File: config.mk
export PLATFORM = sky130hd
export DESIGN_NAME = listmode_timestamp_event_builder_core
export DESIGN_NICKNAME = d
export VERILOG_FILES = /design/src/rtl/lteb_pkg.sv /design/src/rtl/lteb_ctrl.sv /design/src/rtl/lteb_datapath.sv /design/src/rtl/listmode_timestamp_event_builder_core.sv
export SDC_FILE = /design/constraint.sdc
export NUM_CORES = 1
export LEC_CHECK = 0
export ABC_CLOCK_PERIOD_IN_PS = 9000
export BUFFER_PORTS_ARGS = -buffer_cell sky130_fd_sc_hd__buf_2
export CAP_MARGIN = 20
export CORE_MARGIN = 5
export CORE_UTILIZATION = 50
export DETAILED_ROUTE_END_ITERATION = 8
export PLACE_DENSITY = 0.71
export SYNTH_ARGS = -nofsm -noshare
export SYNTH_HDL_FRONTEND = slang
export SYNTH_SLANG_ARGS = --single-unit
export TNS_END_PERCENT = 30
File: constraint.sdc
create_clock -name i_clk -period 9 [get_ports i_clk]
set_clock_uncertainty 0.15 [all_clocks]
set_input_delay 1.35 -clock i_clk [delete_from_list [all_inputs] [get_ports i_clk]]
set_output_delay 1.35 -clock i_clk [all_outputs]
set_load 0.1 [all_outputs]
File: src/rtl/lteb_pkg.sv
// ----------------------------------------------------------------------------
// lteb_pkg
// Shared types and constants for the list-mode timestamp event builder.
// ----------------------------------------------------------------------------
package lteb_pkg;

    localparam int NumSlots   = 10;
    localparam int SlotW      = 4;
    localparam int StampW     = 48;
    localparam int LowW       = 28;
    localparam int UpperW     = StampW - LowW;
    localparam int ValueW     = 16;
    localparam int IdentW     = 12;

    localparam logic [31:0] PadZero  = 32'h0000_0000;
    localparam logic [31:0] PadFill  = 32'h5e5e_5e5e;
    localparam logic [31:0] PadOnes  = 32'hffff_ffff;
    localparam logic [31:0] SyncMask = 32'hc0f0_0000;
    localparam logic [31:0] SyncCode = 32'h8040_0000;
    localparam logic [1:0]  DataType = 2'b11;

    localparam logic [LowW-1:0]   WrapLimit = 28'h000_001a;
    localparam logic [6:0]        VetoCard  = 7'd99;
    localparam logic [2:0]        VetoFine  = 3'b111;

    localparam logic [IdentW-1:0] SlowFirst = 12'd64;
    localparam logic [IdentW-1:0] SlowLast  = 12'd67;
    localparam logic [IdentW-1:0] FastFirst = 12'd88;
    localparam logic [IdentW-1:0] FastLast  = 12'd92;
    localparam logic [IdentW-1:0] FastBase  = 12'd84;
    localparam logic [IdentW-1:0] AuxIdent  = 12'd95;
    localparam logic [SlotW-1:0]  AuxSlot   = 4'd9;
    localparam logic [SlotW-1:0]  LastSlot  = 4'(NumSlots - 1);

    typedef struct packed {
        logic [31:0] word_low;
        logic [31:0] word_high;
    } t_in_word;

    typedef struct packed {
        logic [SlotW-1:0]  slot;
        logic              filled;
        logic [StampW-1:0] stamp;
        logic [ValueW-1:0] value;
        logic              last;
    } t_out_word;

    typedef struct packed {
        logic             load;
        logic             decode;
        logic             capture_now;
        logic             capture_held;
        logic             take;
        logic [SlotW-1:0] idx;
    } t_cmd;

    typedef struct packed {
        logic flush;
    } t_sts;

endpackage

File: src/rtl/lteb_ctrl.sv
// ----------------------------------------------------------------------------
// lteb_ctrl
// Sequencer: load word, decode, drain the ten slots on an event flush.
// ----------------------------------------------------------------------------
module lteb_ctrl import lteb_pkg::*; (
    input  logic i_clk,
    input  logic i_rst_n,
    input  logic i_in_valid,
    output logic o_in_stall,
    output logic o_out_valid,
    input  logic i_out_stall,
    input  t_sts i_sts,
    output t_cmd o_cmd
);

    localparam logic [1:0] ST_IDLE   = 2'd0;
    localparam logic [1:0] ST_DECODE = 2'd1;
    localparam logic [1:0] ST_EMIT   = 2'd2;

    logic [1:0]       r_state, n_state;
    logic [SlotW-1:0] r_cnt, n_cnt;
    logic             w_take;
    logic             w_end;

    assign o_in_stall  = (r_state != ST_IDLE);
    assign o_out_valid = (r_state == ST_EMIT);
    assign w_take      = o_out_valid && !i_out_stall;
    assign w_end       = w_take && (r_cnt == LastSlot);

    always_comb begin
        n_state = r_state;
        n_cnt   = r_cnt;
        case (r_state)
            ST_IDLE: begin
                if (i_in_valid) begin
                    n_state = ST_DECODE;
                end
            end
            ST_DECODE: begin
                n_cnt = '0;
                if (i_sts.flush) begin
                    n_state = ST_EMIT;
                end else begin
                    n_state = ST_IDLE;
                end
            end
            ST_EMIT: begin
                if (w_take) begin
                    n_cnt = r_cnt + 1'b1;
                end
                if (w_end) begin
                    n_state = ST_IDLE;
                    n_cnt   = '0;
                end
            end
            default: begin
                n_state = ST_IDLE;
            end
        endcase
    end

    always_comb begin
        o_cmd              = '0;
        o_cmd.load         = (r_state == ST_IDLE) && i_in_valid;
        o_cmd.decode       = (r_state == ST_DECODE);
        o_cmd.capture_now  = (r_state == ST_DECODE) && !i_sts.flush;
        o_cmd.capture_held = w_end;
        o_cmd.take         = w_take;
        o_cmd.idx          = r_cnt;
    end

    always_ff @(posedge i_clk) begin
        if (!i_rst_n) begin
            r_state <= ST_IDLE;
            r_cnt   <= '0;
        end else begin
            r_state <= n_state;
            r_cnt   <= n_cnt;
        end
    end

endmodule

File: src/rtl/lteb_datapath.sv
// ----------------------------------------------------------------------------
// lteb_datapath
// Word decode, timestamp rebuild, slot store and output selection.
// ----------------------------------------------------------------------------
module lteb_datapath import lteb_pkg::*; (
    input  logic      i_clk,
    input  logic      i_rst_n,
    input  t_in_word  i_word,
    input  t_cmd      i_cmd,
    output t_sts      o_sts,
    output t_out_word o_word
);

    t_in_word          r_in;
    logic [StampW-1:0] r_cur;
    logic [StampW-1:0] r_prev;
    logic              r_wrap;
    logic [StampW-1:0] r_ts;
    logic [SlotW-1:0]  r_sidx;
    logic              r_hit;

    logic              r_slot_valid [NumSlots];
    logic [StampW-1:0] r_slot_stamp [NumSlots];
    logic [ValueW-1:0] r_slot_value [NumSlots];

    logic              w_pad, w_data, w_sync, w_wrap_now;
    logic [IdentW-1:0] w_ident;
    logic [ValueW-1:0] w_val;
    logic [LowW-1:0]   w_low;
    logic [StampW-1:0] w_ts;
    logic              w_veto, w_hit;
    logic [SlotW-1:0]  w_sidx;
    logic              w_cap;
    logic [SlotW-1:0]  w_cap_idx;
    logic [StampW-1:0] w_cap_ts;
    logic [ValueW-1:0] w_cap_val;
    logic [ValueW-1:0] r_hval;

    always_comb begin
        w_pad = ((r_in.word_low == PadZero) && (r_in.word_high == PadZero)) ||
                ((r_in.word_low == PadFill) &&
                 ((r_in.word_high == PadFill) || (r_in.word_high == PadOnes)));
        w_ident = r_in.word_high[27:16];
        w_val   = r_in.word_high[15:0];
        w_low   = r_in.word_low[LowW-1:0];
        w_data  = !w_pad && (r_in.word_high[31:30] == DataType) &&
                  (w_ident[IdentW-1:5] != VetoCard);
        w_sync  = !w_pad && (r_in.word_high[31:30] != DataType) &&
                  ((r_in.word_high & SyncMask) == SyncCode);
        w_wrap_now = (w_low <= WrapLimit) && !r_wrap;
        if (w_wrap_now) begin
            w_ts = {r_cur[StampW-1:LowW] + 1'b1, w_low};
        end else begin
            w_ts = {r_cur[StampW-1:LowW], w_low};
        end
        w_veto = (w_val[15:13] == VetoFine);
        w_hit  = 1'b0;
        w_sidx = '0;
        if ((w_ident >= SlowFirst) && (w_ident <= SlowLast)) begin
            w_hit  = !w_veto;
            w_sidx = SlotW'(w_ident - SlowFirst);
        end else if ((w_ident >= FastFirst) && (w_ident <= FastLast)) begin
            w_hit  = !w_veto;
            w_sidx = SlotW'(w_ident - FastBase);
        end else if (w_ident == AuxIdent) begin
            w_hit  = 1'b1;
            w_sidx = AuxSlot;
        end
        w_hit = w_hit && w_data;
    end

    assign o_sts.flush = w_data && (w_ts > r_prev);

    always_comb begin
        w_cap     = 1'b0;
        w_cap_idx = r_sidx;
        w_cap_ts  = r_ts;
        w_cap_val = r_hval;
        if (i_cmd.capture_now) begin
            w_cap     = w_hit && !r_slot_valid[w_sidx];
            w_cap_idx = w_sidx;
            w_cap_ts  = w_ts;
            w_cap_val = w_val;
        end else if (i_cmd.capture_held) begin
            w_cap = r_hit;
        end
    end

    always_ff @(posedge i_clk) begin
        if (i_cmd.load) begin
            r_in <= i_word;
        end
        if (i_cmd.decode) begin
            r_ts   <= w_ts;
            r_sidx <= w_sidx;
            r_hval <= w_val;
        end
        for (int i = 0; i < NumSlots; i++) begin
            if (w_cap && (w_cap_idx == SlotW'(i))) begin
                r_slot_stamp[i] <= w_cap_ts;
                r_slot_value[i] <= w_cap_val;
            end
        end
    end

    always_ff @(posedge i_clk) begin
        if (!i_rst_n) begin
            r_cur  <= '0;
            r_prev <= '0;
            r_wrap <= 1'b0;
            r_hit  <= 1'b0;
            for (int i = 0; i < NumSlots; i++) begin
                r_slot_valid[i] <= 1'b0;
            end
        end else begin
            if (i_cmd.decode) begin
                r_hit <= w_hit;
                if (w_data) begin
                    r_cur  <= w_ts;
                    r_prev <= w_ts;
                    if (w_wrap_now) begin
                        r_wrap <= 1'b1;
                    end
                end else if (w_sync) begin
                    r_cur  <= {r_in.word_high[UpperW-1:0], w_low};
                    r_wrap <= 1'b0;
                end
            end
            for (int i = 0; i < NumSlots; i++) begin
                if (i_cmd.take && (i_cmd.idx == SlotW'(i))) begin
                    r_slot_valid[i] <= 1'b0;
                end
                if (w_cap && (w_cap_idx == SlotW'(i))) begin
                    r_slot_valid[i] <= 1'b1;
                end
            end
        end
    end

    always_comb begin
        o_word        = '0;
        o_word.slot   = i_cmd.idx;
        o_word.filled = r_slot_valid[i_cmd.idx];
        o_word.stamp  = r_slot_valid[i_cmd.idx] ? r_slot_stamp[i_cmd.idx] : '0;
        o_word.value  = r_slot_valid[i_cmd.idx] ? r_slot_value[i_cmd.idx] : '0;
        o_word.last   = (i_cmd.idx == LastSlot);
    end

endmodule

File: src/rtl/listmode_timestamp_event_builder_core.sv
// ----------------------------------------------------------------------------
// listmode_timestamp_event_builder_core
// Each word is loaded, then decoded; a flush adds 10 output words.
// The input stalls until a word is done; a flush is drained by the single
// output port, one slot per cycle while the output is not stalled.
// Reset: synchronous, active low; clears timestamps, wrap flag and all slots.
// ----------------------------------------------------------------------------
module listmode_timestamp_event_builder_core import lteb_pkg::*; (
    input  logic      i_clk,
    input  logic      i_rst_n,
    input  logic      i_in_valid,
    output logic      o_in_stall,
    input  t_in_word  i_in_word,
    output logic      o_out_valid,
    input  logic      i_out_stall,
    output t_out_word o_out_word
);

    t_cmd w_cmd;
    t_sts w_sts;

    lteb_ctrl u_ctrl (
        .i_clk       (i_clk),
        .i_rst_n     (i_rst_n),
        .i_in_valid  (i_in_valid),
        .o_in_stall  (o_in_stall),
        .o_out_valid (o_out_valid),
        .i_out_stall (i_out_stall),
        .i_sts       (w_sts),
        .o_cmd       (w_cmd)
    );

    lteb_datapath u_datapath (
        .i_clk   (i_clk),
        .i_rst_n (i_rst_n),
        .i_word  (i_in_word),
        .i_cmd   (w_cmd),
        .o_sts   (w_sts),
        .o_word  (o_out_word)
    );

endmodule

==> impl_metrics.toml <==
[routing]
dr_vias = 19300
routedWlPerCell_um = 25.3
post_drt_via_cell_ratio = 5.96
drt-pass1-iter-count = 5
first_iteration_detailed_routing_drc_count = 1941
totalWireLength_um = 81900
drtAntennaViolNets = 0
drc = 0

[setup_path]
critPathSlowestCell = "nor2_4"
end_kind = "register"
critical_path.max_fanout = 43
timing_worst_setup_path_type = "reg2reg"
worst_setup_path_start_kind = "register"
critPathTopFamily = "simple AND/OR/NAND/NOR gates"
critical_path_cell_count = 15
worstPathBufferInverterCount = 1
timing.critical_path.to = "u_datapath.r_slot_stamp[1][44]"
worstReg2RegStart = "u_datapath.r_in[45]"
timing.reg2reg.worst_path_depth = 15
flop2flop_setup_slack_ns = 1.68
cells_along_the_critical_path = "nor4_1, nand3_1, nor4_4, nand3_1, nor4_1, xor2_1, ha_1, nand4_1, nor3_1, a211o_2, o21ai_0, o2111ai_1, nor2b_1, nor2_4, buf_4"
critPathLaunch = "u_datapath.r_in[45]"
worst_ep_required_time_ns = 9.11
crit-reg2reg-capture = "u_datapath.r_slot_stamp[1][44]"
worst-endpoint-arrival_ns = 7.43
peak_per_stage_delay_on_the_critical_path_ns = 0.75

[place]
placement.setup.worst_slack_ns = 1.73
io_buffer_count = 139
dp_hpwl_um = 49200
post-place-cells = 3074
placement.cell_area_um2 = 37100
gp_routability_congestion = 0.926

[yosys]
netlist_instances = 2076
syn_area_um2 = 35300
synth.yosys.warnings = 0
synth_enable_flop_cells = 773
netlist.area_leader.share_pct = 65.8
synth_top_flop_cell = "edfxtp_1"
most_repeated_cell_in_the_gate_level_netlist_after_synthesis = "edfxtp_1"
syn-num-nets = 2199
seq_area_frac_synth_pct = 70.9
synth.ff_latch_count = 862
synth_area_per_cell_um2 = 17.0
synthesized_area_fraction_occupied_by_xor_and_xnor_cells_pct = 0.547
synth_top_cells_by_count = "edfxtp_1 (773), a211oi_1 (140), mux4_2 (131), mux2i_1 (111), nor2_1 (92)"
synth_cell_type_count = 73
main_combinational_cell_family_by_area_after_synthesis = "multiplexers"
yosys-top-cells-area = "edfxtp_1 (66%), mux4_2 (8.4%), dfxtp_1 (5.1%)"
muxShareOfSynthArea_pct = 13.2
synthArstFlopShare_pct = 0
synth-adder-area-share_pct = 1.95
synth_simple_gate_area_share_pct = 5.53
yosysTopAreaCell = "edfxtp_1"
synth_compound_gate_area_share_pct = 5.60

[sta]
clock.fmax_ghz = 0.137
final_setup_margin_ns = 1.68
period_share_pct = 81.3
timing.max_slew.rel_slack_pct = 25.0
finalCriticalPeriod_ns = 7.32
report.final.setup_viol = 0
tns_ns = 0
hold-worst-slack_ns = 0.315
timing_worst_slew_pin_value_ns = 1.12
rsz0062_at_grt = "no"
final-hold-violation-count = 0
drv_slew = 0

[outcome]
outcome = "completed"

[layout]
nets = 2350
design_area_um2 = 40100
finalCoreUtilization_pct = 57.2
diodes = 0
flow.area_growth_from_synthesis_pct = 13.7
layout_cell_share_with_drive_strength_beyond_1_pct = 22.9
final_cells = 3239
fillCellCount = 5214

[global_routing]
global_route.overflow_total = 0
grt_pass1_wl_um = 123000
grt_pass1_vias = 19500
antenna_found_initial = 2
grt.total_usage_pct = 21.4
grt_max_degree = 97

[clocking]
cts_post_setup_buffers_inserted = 0
post_cts_hold_buffer_count = 0
cts_root_buf = "clkbuf_16"
tritoncts.num_buffers = 87
cts.repair.resized = 0
cts_tree = "built"
clockBufferDepth = 3
worstSkewPairLatency_ns = 0.65
cts_max_level = 3
cts.clk_slew.worst_paths_ns = 0.06
clock_sink_count = 862

[power_and_ir_drop]
power-per-cell-area_nw_per_um2 = 216
power_leakage_nw = 12.9
vdd.ir_drop.worst_uv = 137
totalPowerFinal_mw = 8.65

[floorplanning]
initial_utilization_pct = 50.3
ioPinCount = 140
die_h_um = 276
design.die.area_um2 = 75900
site_rows = 97
die_w_um = 276
placeableCoreArea_um2 = 70000

[min_path]
hold_path_class = "reg2reg"
hold_path_startpoint = "u_datapath.r_hit"

[job]
max_cap_violations = 0
-- layer usage --
metal / vias up / GRT usage, % / wire (um)
li1: 8538 / - / -
met1: 9939 / 30.8 / 34700
met2: 728 / 34.1 / 39200
met3: 102 / 4.14 / 6440
met4: 0 / 5.80 / 1590
met5: - / 0 / 0
-- power breakdown --
part / leakage (nW) / total, mW / internal [mW] / switching, mW
combinational: 3.76 / 0.441 / 0.171 / 0.269
sequential: 7.75 / 4.50 / 4.44 / 0.0593
clock: 1.42 / 3.72 / 2.21 / 1.50
-- layout make-up --
cell class | count | area (um^2) | share of cell area (%)
clock buffer | 117 | 2340 | 5.84
clock inverter | 44 | 613 | 1.53
inverter | 78 | 294 | 0.734
multi-input combinational | 1027 | 9570 | 23.9
sequential | 862 | 25000 | 62.4
tap | 940 | 1180 | 2.94
timing repair buffer | 171 | 1060 | 2.65
-- registers in the layout, indices dropped and copies added (netlist names), named ones only --
name	cells
u_datapath.r_sidx	4
u_ctrl.r_cnt	4
u_datapath.r_wrap	1
u_datapath.r_slot_valid	10
u_datapath.r_ts	48
u_datapath.r_hval	16
u_datapath.r_slot_stamp	480
u_datapath.r_cur	20
u_datapath.r_in	64
u_datapath.r_prev	48
u_datapath.r_hit	1
u_ctrl.r_state	2
u_datapath.r_slot_value	160
-- cell families after synthesis --
logic type | Yosys count
AO/OA/AOI/OAI | 283
XOR/XNOR | 22
adder cells (fa/ha/maj) | 55
buffers and inverters | 187
flip-flops | 862
multiplexers | 296
AND/OR/NAND/NOR | 371
-- worst reg2reg max path, cell delays in order (launching register included) --
cell and delay [ns]:
edfxtp_1 0.47, nor4_1 0.42, nand3_1 0.30, nor4_4 0.70, nand3_1 0.43, nor4_1 0.44
xor2_1 0.39, ha_1 0.34, nand4_1 0.19, nor3_1 0.08, a211o_2 0.35, o21ai_0 0.51
o2111ai_1 0.29, nor2b_1 0.33, nor2_4 0.75, buf_4 0.73
-- how the worst min path moves through the flow --
stage	end	slack (ns)	cells past startpoint
final	u_datapath.r_hit	0.32	2
after global routing	u_datapath.r_cur[39]	0.36	2
after CTS	u_datapath.r_hit	0.32	2
after detailed placement	u_datapath.r_hit	0.32	2
after global placement	u_datapath.r_hit	0.30	2
after floorplan	u_datapath.r_hit	0.29	2
-- cell usage in the layout, fill, tap and decap left out, drive strengths merged, types with 71 or more instances in the layout --
cell	synthesis	final
buf	46	168
nand2	75	75
edfxtp	773	773
mux4	131	131
clkbuf	63	120
nor2b	71	71
mux2i	111	111
nor2	93	93
a211oi	140	140
inv	78	80
dfxtp	89	89
No activity file was read; power rests on OpenSTA's default activity.
